===== src/rtl/drc_pkg.sv =====
`timescale 1ns / 1ps
// ----------------------------------------------------------------------------
// drc_pkg
// shared types and constants of the damage rectangle coalescer
// ----------------------------------------------------------------------------
package drc_pkg;

    localparam int TABLE_DEPTH = 32;
    localparam int IDX_W       = $clog2(TABLE_DEPTH);
    localparam int CNT_W       = $clog2(TABLE_DEPTH + 1);
    localparam int EDGE_W      = 18;
    localparam int QUEUE_DEPTH = 2;

    typedef enum logic {
        ACT_ADD   = 1'b0,
        ACT_FLUSH = 1'b1
    } t_action;

    // classified request handed from front to back
    typedef struct packed {
        t_action            action;
        logic signed [EDGE_W-1:0] left;
        logic signed [EDGE_W-1:0] top;
        logic signed [EDGE_W-1:0] right;
        logic signed [EDGE_W-1:0] bottom;
    } t_cmd;

    typedef enum logic [2:0] {
        ST_IDLE,
        ST_SCAN,
        ST_FOLD,
        ST_APPEND,
        ST_FLUSH_RD,
        ST_FLUSH_OUT
    } t_state;

endpackage


===== src/rtl/damage_rectangle_coalescer.sv =====
`timescale 1ns / 1ps
// ----------------------------------------------------------------------------
// damage_rectangle_coalescer
// merges damaged screen rectangles into a small table and emits it on flush
// ----------------------------------------------------------------------------
// add: scans one table entry per cycle through the registered read port; each
//   merge fetches the last entry, moves it into the merged slot and rereads
//   from entry 0; a full table is folded into the new rectangle
// flush: each rectangle is read from the table and registered at the output, one per ready cycle
// throughput: one request at a time in the back end, 2 entry queue in front
// reset: synchronous active low, clears queue, sequencer, output valid and entry count only
module damage_rectangle_coalescer
    import drc_pkg::*;
(
    input  logic        i_clk,
    input  logic        i_rst_n,
    input  logic        s_axis_tvalid,
    output logic        s_axis_tready,
    // tdata: origin_x, origin_y, offset_x, offset_y, span_width, span_height
    input  logic [95:0] s_axis_tdata,
    // tuser: action
    input  logic        s_axis_tuser,
    output logic        m_axis_tvalid,
    input  logic        m_axis_tready,
    // tdata: rect_left, rect_top, rect_width, rect_height, zero fill to 72 bits
    output logic [71:0] m_axis_tdata,
    output logic        m_axis_tlast
);

    t_cmd        w_cmd;
    logic        w_cmd_valid, w_cmd_ready;
    logic [16:0] w_left, w_top;
    logic [17:0] w_width, w_height;

    // front: edge forming and request queue
    drc_front u_front (
        .i_clk         (i_clk),
        .i_rst_n       (i_rst_n),
        .i_valid       (s_axis_tvalid),
        .o_ready       (s_axis_tready),
        .i_action      (s_axis_tuser),
        .i_origin_x    (s_axis_tdata[15:0]),
        .i_origin_y    (s_axis_tdata[31:16]),
        .i_offset_x    (s_axis_tdata[47:32]),
        .i_offset_y    (s_axis_tdata[63:48]),
        .i_span_width  (s_axis_tdata[79:64]),
        .i_span_height (s_axis_tdata[95:80]),
        .o_cmd_valid   (w_cmd_valid),
        .i_cmd_ready   (w_cmd_ready),
        .o_cmd         (w_cmd)
    );

    // back: table scan, merge, fold and flush
    drc_back u_back (
        .i_clk       (i_clk),
        .i_rst_n     (i_rst_n),
        .i_cmd_valid (w_cmd_valid),
        .o_cmd_ready (w_cmd_ready),
        .i_cmd       (w_cmd),
        .o_valid     (m_axis_tvalid),
        .i_ready     (m_axis_tready),
        .o_left      (w_left),
        .o_top       (w_top),
        .o_width     (w_width),
        .o_height    (w_height),
        .o_last      (m_axis_tlast)
    );

    assign m_axis_tdata = {2'b00, w_height, w_width, w_top, w_left};

endmodule


===== src/rtl/drc_front.sv =====
`timescale 1ns / 1ps
// ----------------------------------------------------------------------------
// drc_front
// forms edge rectangles, drops empty adds and queues requests
// ----------------------------------------------------------------------------
module drc_front
    import drc_pkg::*;
(
    input  logic        i_clk,
    input  logic        i_rst_n,
    input  logic        i_valid,
    output logic        o_ready,
    input  logic        i_action,
    input  logic [15:0] i_origin_x,
    input  logic [15:0] i_origin_y,
    input  logic [15:0] i_offset_x,
    input  logic [15:0] i_offset_y,
    input  logic [15:0] i_span_width,
    input  logic [15:0] i_span_height,
    output logic        o_cmd_valid,
    input  logic        i_cmd_ready,
    output t_cmd        o_cmd
);

    localparam int PTR_W = $clog2(QUEUE_DEPTH);

    t_cmd              r_mem [QUEUE_DEPTH];
    logic [PTR_W-1:0]  r_wr, r_rd;
    logic [PTR_W:0]    r_cnt;
    t_cmd              w_cmd;
    logic              w_push, w_pop, w_keep;
    logic signed [EDGE_W-1:0] w_l, w_t;

    assign w_l = EDGE_W'(signed'(i_origin_x)) + EDGE_W'(signed'(i_offset_x));
    assign w_t = EDGE_W'(signed'(i_origin_y)) + EDGE_W'(signed'(i_offset_y));

    always_comb begin
        w_cmd.action = t_action'(i_action);
        w_cmd.left   = w_l;
        w_cmd.top    = w_t;
        w_cmd.right  = w_l + EDGE_W'(i_span_width);
        w_cmd.bottom = w_t + EDGE_W'(i_span_height);
    end

    // empty adds are accepted and dropped
    assign w_keep      = (i_action == ACT_FLUSH) ||
                         (i_span_width != 16'd0 && i_span_height != 16'd0);
    assign o_ready     = (r_cnt != (PTR_W+1)'(QUEUE_DEPTH));
    assign w_push      = i_valid && o_ready && w_keep;
    assign o_cmd_valid = (r_cnt != '0);
    assign w_pop       = o_cmd_valid && i_cmd_ready;
    assign o_cmd       = r_mem[r_rd];

    always_ff @(posedge i_clk) begin
        if (w_push) begin
            r_mem[r_wr] <= w_cmd;
        end
    end

    always_ff @(posedge i_clk) begin
        if (!i_rst_n) begin
            r_wr  <= '0;
            r_rd  <= '0;
            r_cnt <= '0;
        end else begin
            if (w_push) r_wr <= PTR_W'((r_wr + 1'b1) % QUEUE_DEPTH);
            if (w_pop)  r_rd <= PTR_W'((r_rd + 1'b1) % QUEUE_DEPTH);
            r_cnt <= r_cnt + (PTR_W+1)'(w_push) - (PTR_W+1)'(w_pop);
        end
    end

endmodule


===== src/rtl/drc_back.sv =====
`timescale 1ns / 1ps
// ----------------------------------------------------------------------------
// drc_back
// rectangle table with merge scan, fold and flush sequencer
// ----------------------------------------------------------------------------
module drc_back
    import drc_pkg::*;
(
    input  logic        i_clk,
    input  logic        i_rst_n,
    input  logic        i_cmd_valid,
    output logic        o_cmd_ready,
    input  t_cmd        i_cmd,
    output logic        o_valid,
    input  logic        i_ready,
    output logic [16:0] o_left,
    output logic [16:0] o_top,
    output logic [17:0] o_width,
    output logic [17:0] o_height,
    output logic        o_last
);

    localparam int ROW_W = 4 * EDGE_W;

    logic [ROW_W-1:0] r_mem [TABLE_DEPTH];

    t_state              r_state, n_state;
    logic [CNT_W-1:0]    r_count, n_count;
    logic [CNT_W-1:0]    r_idx, n_idx;
    logic signed [EDGE_W-1:0] r_l, r_t, r_r, r_b, n_l, n_t, n_r, n_b;
    logic [ROW_W-1:0]    r_rdata;
    logic                r_rd_ok, n_rd_ok;  // r_rdata belongs to r_idx
    logic                r_ovalid, n_ovalid;
    logic [16:0]         r_oleft, n_oleft, r_otop, n_otop;
    logic [17:0]         r_owidth, n_owidth, r_oheight, n_oheight;
    logic                r_olast, n_olast;

    logic [IDX_W-1:0]    w_raddr, w_waddr;
    logic                w_we;
    logic [ROW_W-1:0]    w_wdata;
    logic signed [EDGE_W-1:0] s_l, s_t, s_r, s_b;
    logic                w_touch;

    assign {s_l, s_t, s_r, s_b} = r_rdata;
    assign w_touch = (r_l <= s_r) && (s_l <= r_r) && (r_t <= s_b) && (s_t <= r_b);

    always_ff @(posedge i_clk) begin
        if (w_we) begin
            r_mem[w_waddr] <= w_wdata;
        end
        r_rdata <= r_mem[w_raddr];
    end

    always_comb begin
        n_state   = r_state;
        n_count   = r_count;
        n_idx     = r_idx;
        n_l = r_l; n_t = r_t; n_r = r_r; n_b = r_b;
        n_rd_ok   = 1'b0;
        n_ovalid  = r_ovalid;
        n_oleft   = r_oleft;
        n_otop    = r_otop;
        n_owidth  = r_owidth;
        n_oheight = r_oheight;
        n_olast   = r_olast;
        o_cmd_ready = 1'b0;
        w_raddr   = r_idx[IDX_W-1:0];
        w_we      = 1'b0;
        w_waddr   = r_idx[IDX_W-1:0];
        w_wdata   = r_rdata;

        if (r_ovalid && i_ready) n_ovalid = 1'b0;

        case (r_state)
            ST_IDLE: begin
                o_cmd_ready = 1'b1;
                w_raddr = '0;
                if (i_cmd_valid) begin
                    n_l = i_cmd.left; n_t = i_cmd.top;
                    n_r = i_cmd.right; n_b = i_cmd.bottom;
                    n_idx   = '0;
                    n_rd_ok = 1'b1;
                    if (i_cmd.action == ACT_FLUSH) begin
                        n_state = (r_count == '0) ? ST_IDLE : ST_FLUSH_OUT;
                    end else begin
                        n_state = ST_SCAN;
                    end
                end
            end
            ST_SCAN: begin
                if (r_idx >= r_count) begin
                    n_idx = '0;
                    n_rd_ok = 1'b1;
                    w_raddr = '0;
                    n_state = (r_count == CNT_W'(TABLE_DEPTH)) ? ST_FOLD : ST_APPEND;
                end else if (!r_rd_ok) begin
                    n_rd_ok = 1'b1;
                end else if (w_touch) begin
                    if (s_l < r_l) n_l = s_l;
                    if (s_t < r_t) n_t = s_t;
                    if (s_r > r_r) n_r = s_r;
                    if (s_b > r_b) n_b = s_b;
                    n_count = r_count - 1'b1;
                    // fetch last entry to move it into this slot
                    w_raddr = n_count[IDX_W-1:0];
                    n_state = ST_APPEND;
                    n_idx   = r_idx;
                    n_state = ST_FLUSH_RD; // reused as move step
                end else begin
                    n_idx   = r_idx + 1'b1;
                    w_raddr = IDX_W'(r_idx + 1'b1);
                    n_rd_ok = 1'b1;
                end
            end
            ST_FLUSH_RD: begin
                // move step: last entry now in r_rdata
                w_we    = 1'b1;
                w_waddr = r_idx[IDX_W-1:0];
                w_wdata = r_rdata;
                n_idx   = '0;
                n_state = ST_SCAN;
            end
            ST_FOLD: begin
                if (r_idx >= CNT_W'(TABLE_DEPTH)) begin
                    n_count = '0;
                    n_state = ST_APPEND;
                end else if (!r_rd_ok) begin
                    n_rd_ok = 1'b1;
                end else begin
                    if (s_l < r_l) n_l = s_l;
                    if (s_t < r_t) n_t = s_t;
                    if (s_r > r_r) n_r = s_r;
                    if (s_b > r_b) n_b = s_b;
                    n_idx   = r_idx + 1'b1;
                    w_raddr = IDX_W'(r_idx + 1'b1);
                    n_rd_ok = 1'b1;
                end
            end
            ST_APPEND: begin
                w_we    = 1'b1;
                w_waddr = r_count[IDX_W-1:0];
                w_wdata = {r_l, r_t, r_r, r_b};
                n_count = r_count + 1'b1;
                n_state = ST_IDLE;
            end
            ST_FLUSH_OUT: begin
                if (r_idx >= r_count) begin
                    n_count = '0;
                    n_state = ST_IDLE;
                end else if (!r_rd_ok) begin
                    n_rd_ok = 1'b1;
                end else if (!r_ovalid || i_ready) begin
                    n_ovalid  = 1'b1;
                    n_oleft   = s_l[16:0];
                    n_otop    = s_t[16:0];
                    n_owidth  = 18'(s_r - s_l);
                    n_oheight = 18'(s_b - s_t);
                    n_olast   = (r_idx + 1'b1 == r_count);
                    n_idx     = r_idx + 1'b1;
                    w_raddr   = IDX_W'(r_idx + 1'b1);
                    n_rd_ok   = 1'b1;
                end else begin
                    n_rd_ok = 1'b1;
                end
            end
            default: n_state = ST_IDLE;
        endcase
    end

    always_ff @(posedge i_clk) begin
        if (!i_rst_n) begin
            r_state  <= ST_IDLE;
            r_count  <= '0;
            r_idx    <= '0;
            r_rd_ok  <= 1'b0;
            r_ovalid <= 1'b0;
        end else begin
            r_state  <= n_state;
            r_count  <= n_count;
            r_idx    <= n_idx;
            r_rd_ok  <= n_rd_ok;
            r_ovalid <= n_ovalid;
        end
    end

    always_ff @(posedge i_clk) begin
        r_l <= n_l; r_t <= n_t; r_r <= n_r; r_b <= n_b;
        r_oleft   <= n_oleft;
        r_otop    <= n_otop;
        r_owidth  <= n_owidth;
        r_oheight <= n_oheight;
        r_olast   <= n_olast;
    end

    assign o_valid  = r_ovalid;
    assign o_left   = r_oleft;
    assign o_top    = r_otop;
    assign o_width  = r_owidth;
    assign o_height = r_oheight;
    assign o_last   = r_olast;

endmodule

===== config.mk =====
export PLATFORM = sky130hd
export DESIGN_NAME = damage_rectangle_coalescer
export DESIGN_NICKNAME = d
export VERILOG_FILES = /design/src/rtl/drc_pkg.sv /design/src/rtl/damage_rectangle_coalescer.sv /design/src/rtl/drc_front.sv /design/src/rtl/drc_back.sv
export SDC_FILE = /design/constraint.sdc
export NUM_CORES = 2
export LEC_CHECK = 0
export ABC_CLOCK_PERIOD_IN_PS = 5850
export BUFFER_PORTS_ARGS = -buffer_cell sky130_fd_sc_hd__buf_2
export CAP_MARGIN = 5
export CELL_PAD_IN_SITES_DETAIL_PLACEMENT = 1
export CELL_PAD_IN_SITES_GLOBAL_PLACEMENT = 1
export CORE_MARGIN = 2
export CORE_UTILIZATION = 35
export CTS_CLUSTER_DIAMETER = 60
export DETAILED_ROUTE_END_ITERATION = 6
export GPL_ROUTABILITY_DRIVEN = 0
export PLACE_DENSITY = 0.6
export SLEW_MARGIN = 20
export SYNTH_ARGS = -nofsm -noshare
export SYNTH_HDL_FRONTEND = slang
export SYNTH_SLANG_ARGS = --single-unit

===== constraint.sdc =====
create_clock -name i_clk -period 5.85 [get_ports i_clk]
set_input_delay 0 -clock i_clk [delete_from_list [all_inputs] [get_ports i_clk]]
set_output_delay 0 -clock i_clk [all_outputs]
set_load 0.05 [all_outputs]

==> flow_summary.toml <==
[timing]
slew_headroom = 0.232
clock_skew_ps = 46.9
setup-violations-final = 1
finalHoldViolCount = 0
maxClockFrequency_mhz = 169
worst_slack_ps = -51.3
post-route-period-util = 1.01
fin_tns_setup_ps = -51.3
fin_hold_ws_ps = 55.9
slew_viol_final = 0
period_needed_ps = 5900
tightest_slew_ps = 1150

[synth]
ys_seq_area_frac = 0.714
synth_top_cell_by_area = "edfxtp_1"
avgSynthCellArea_sq_um = 13.9
synth_edf_count = 2589
synth_ff_type = "edfxtp_1"
synth.distinct_cells = 87
synth_area_sq_um = 112000
synthArstFlopShare = 0
synthXorXnorAreaFrac = 0.00730
syn_inst = 8017
synth.area.top_cells = "edfxtp_1 (70%), nand2_1 (5.9%), ha_1 (2.8%), nand3_1 (2.4%), mux4_2 (2.4%)"
synth_top_area_share = 0.697
synth_top_family_by_area = "simple AND/OR/NAND/NOR gates"
ys_warn_count = 0
synth-seq-cells = 2683
synth_compound_area_frac = 0.0646
synthMuxAreaShare = 0.0443
synth_fa_ha_area_frac = 0.0295
synth-simple-area-share = 0.114

[route]
ant_nets = 0
wl_per_cell_um = 30.5
drt_pass1_iterations = 6
wirelength_mm = 400
num_vias = 73582
via_per_inst = 5.62
drc = 0
drt_first_iter_violations = 7901

[worst_hold_path]
min-delay-start = "s_axis_tdata[30]"
hold_path.class = "in -> reg"
hold-path-cell-count = 4
holdPathEnd = "u_front.r_mem[0][53]"

[global_route]
grt_pass1_vias = 75362
grtUsageMet2 = 0.402
grt_usage = 0.242
grt_util_met3 = 0.0298
grt_pass1_wl_mm = 563
grt_max_degree = 73
use_met1 = 0.325
antenna_found_initial = 11
grt_busiest_layer = "met2"
grt_remaining_overflow = 0

[floorplan]
io_pins = 176
initial_core_util = 0.351
die_area_sq_um = 323000
die_h_um = 569
die_w_um = 569
core_area_sq_um = 318000
num_rows = 207

[finish]
fin_cells = 13096
fin_util = 0.417
fillerInstances = 32330
drive_above_1_share = 0.148
fin_area_sq_um = 132000
area_delta_synth_final_pct = 18.6
nNetsFinal = 9021

[power_and_ir_drop]
finalPower_mw = 62.7
p_leak_nw = 46.9
vdd_drop_max_v = 0.000254
power_density_nw_per_um2 = 474

[worst_setup_path]
rr_startpoint = "u_back.r_rdata[4]"
path_cells = "inv_1, ha_1, nand4_1, nor4_1, a32oi_2, nand3_2, o211ai_1, nor4_1, buf_4, a221oi_4, buf_12, buf_4, nor2_1, a22oi_1, nand4_1"
required_ps = 6300
max_stage_delay_ps = 790
crit_fanout = 41
reg2reg_slack_ps = -50
r2r_cells = 15
cp.arrival_ps = 6350
criticalPathCategory = "reg -> reg"
end_kind = "flop"
regToRegEndpoint = "u_back.r_rdata[36]"
crit_path_top_delay_cell = "dfxtp_1"
startpoint_type = "flop"

[flow_run]
max-cap-violations = 0

[place]
numPortBuffers = 173
pre_cts_slack_ps = -682
dp_cells = 12360
dp_hpwl_mm = 231
postPlaceCellArea_sq_um = 121000

[cts]
cts_tree = "yes"
cts_sinks = 2683
ctsRootBufferMaster = "clkbuf_16"
numCtsBuffers = 300
clkLatencyLatePin_ps = 880
clk_pin_slew_ps = 60
clk_path_buf_depth = 4
cts_htree_levels = 5

[outcome]
status = "finished with violations"
violations = "setup timing"
## worst max-delay path: cells and delay by family (launching register included)
kind | cells | cell delay [ps]
buffers and inverters | 4 | 1170
adders and majority gates | 1 | 360
and+or+nand+nor | 6 | 1650
AOI/OAI and AO/OA | 4 | 1440
DFF | 1 | 790
## registers in the layout (all words and copies together) (netlist names), 2 cells and up, named ones only
signal / cells
u_back.r_count: 6
u_front.r_mem: 142
u_back.r_state: 3
u_front.r_cnt: 2
u_back.r_idx: 6
u_back.o_left: 17
u_back.r_mem: 2304
u_back.o_height: 18
u_back.r_b: 18
u_back.r_t: 18
u_back.r_l: 18
u_back.o_width: 18
u_back.o_top: 17
u_back.r_r: 18
u_back.r_rdata: 72
## cells by family (layout without fill, tap and decap cells)
group	after synthesis	count (layout)
adders and majority gates	259	259
DFF	2683	2683
muxes	344	344
and+or+nand+nor	2896	2898
other	1	20
buffers and inverters	644	1522
AOI/OAI and AO/OA	1097	1097
xor gates and xnor gates	93	93
## how the worst max path moves through the flow
stage                       start  depth (start not counted)  slack (ps)                  to
2_1_floorplan   u_back.r_state[2]                          8         570  u_back.r_mem[0][0]
5_1_grt        u_back.r_rdata[33]                         14        -140  u_back.r_rdata[36]
3_5_place_dp   u_back.r_rdata[13]                         16        -680  u_back.r_rdata[36]
3_3_place_gp   u_back.r_rdata[13]                         16        -610  u_back.r_rdata[36]
4_1_cts        u_back.r_rdata[15]                         15         -30  u_back.r_rdata[36]
6_report        u_back.r_rdata[4]                         15         -50  u_back.r_rdata[36]
## cell usage in the layout, fill, tap and decap left out, types with 118 or more instances in the layout
master,instances
clkbuf_16,308
a21oi_1,191
buf_4,321
nor2_1,170
o21ai_0,152
mux4_2,119
inv_1,208
buf_12,118
and3_1,177
nand2_1,1746
mux2i_1,222
buf_2,173
nand3_1,541
dlygate4sd3_1,157
edfxtp_1,2589
ha_1,253
a31oi_1,172
## synthesized netlist by cell type (all sizes together) (19+ instances only)
master,number
inv,209
a21oi,194
xnor2,74
nor2b,21
a22o,20
mux4,119
ha,253
dfxtp,94
xor2,19
a31oi,175
nand4b,44
a21o,48
nand3,544
and3,178
o21ai,272
nor2,210
mux2i,223
nand2,1747
a311oi,40
nor3,21
a221oi,58
nand4,44
edfxtp,2589
o21a,23
clkbuf,207
a22oi,88
buf,226
o21bai,35
## timing repair
item / 4_1_cts / 5_1_grt
endpoints found under the setup margin: 54 / 9
buffers inserted: 13 / 3
pin swaps: 5 / 2
hold buffers: 157 / 0
hold endpoints to repair: 187 / 0
resized for setup: 8 / 5
cloned: 2 / 0
## power by group
part / switching [mW] / internal (mW) / leakage [nW] / total (mW)
Clock: 7.82 / 10.7 / 4.66 / 18.5
Combinational: 11.9 / 5.71 / 18.1 / 17.6
Sequential: 1.31 / 25.3 / 24.1 / 26.6
Total: 21.0 / 41.7 / 46.9 / 62.7
## area by class of cell
type | count | area [sq um] | area share
Inverter | 211 | 795 | 0.00600
Multi-Input combinational cell | 4693 | 29800 | 0.225
Timing Repair Buffer | 772 | 7280 | 0.0550
Antenna cell | 18 | 45.0 | 0.000340
Tap cell | 4180 | 5230 | 0.0395
Clock buffer | 408 | 8280 | 0.0626
Sequential cell | 2683 | 79600 | 0.602
Clock inverter | 131 | 1240 | 0.00939
## metal layers
metal | wire length [um] | part of all wire
met1 | 168000 | 0.42
met2 | 192000 | 0.48
met3 | 22900 | 0.057
met4 | 17100 | 0.043
met5 | 12 | 0.000030
No activity file was read; power rests on OpenSTA's default activity.
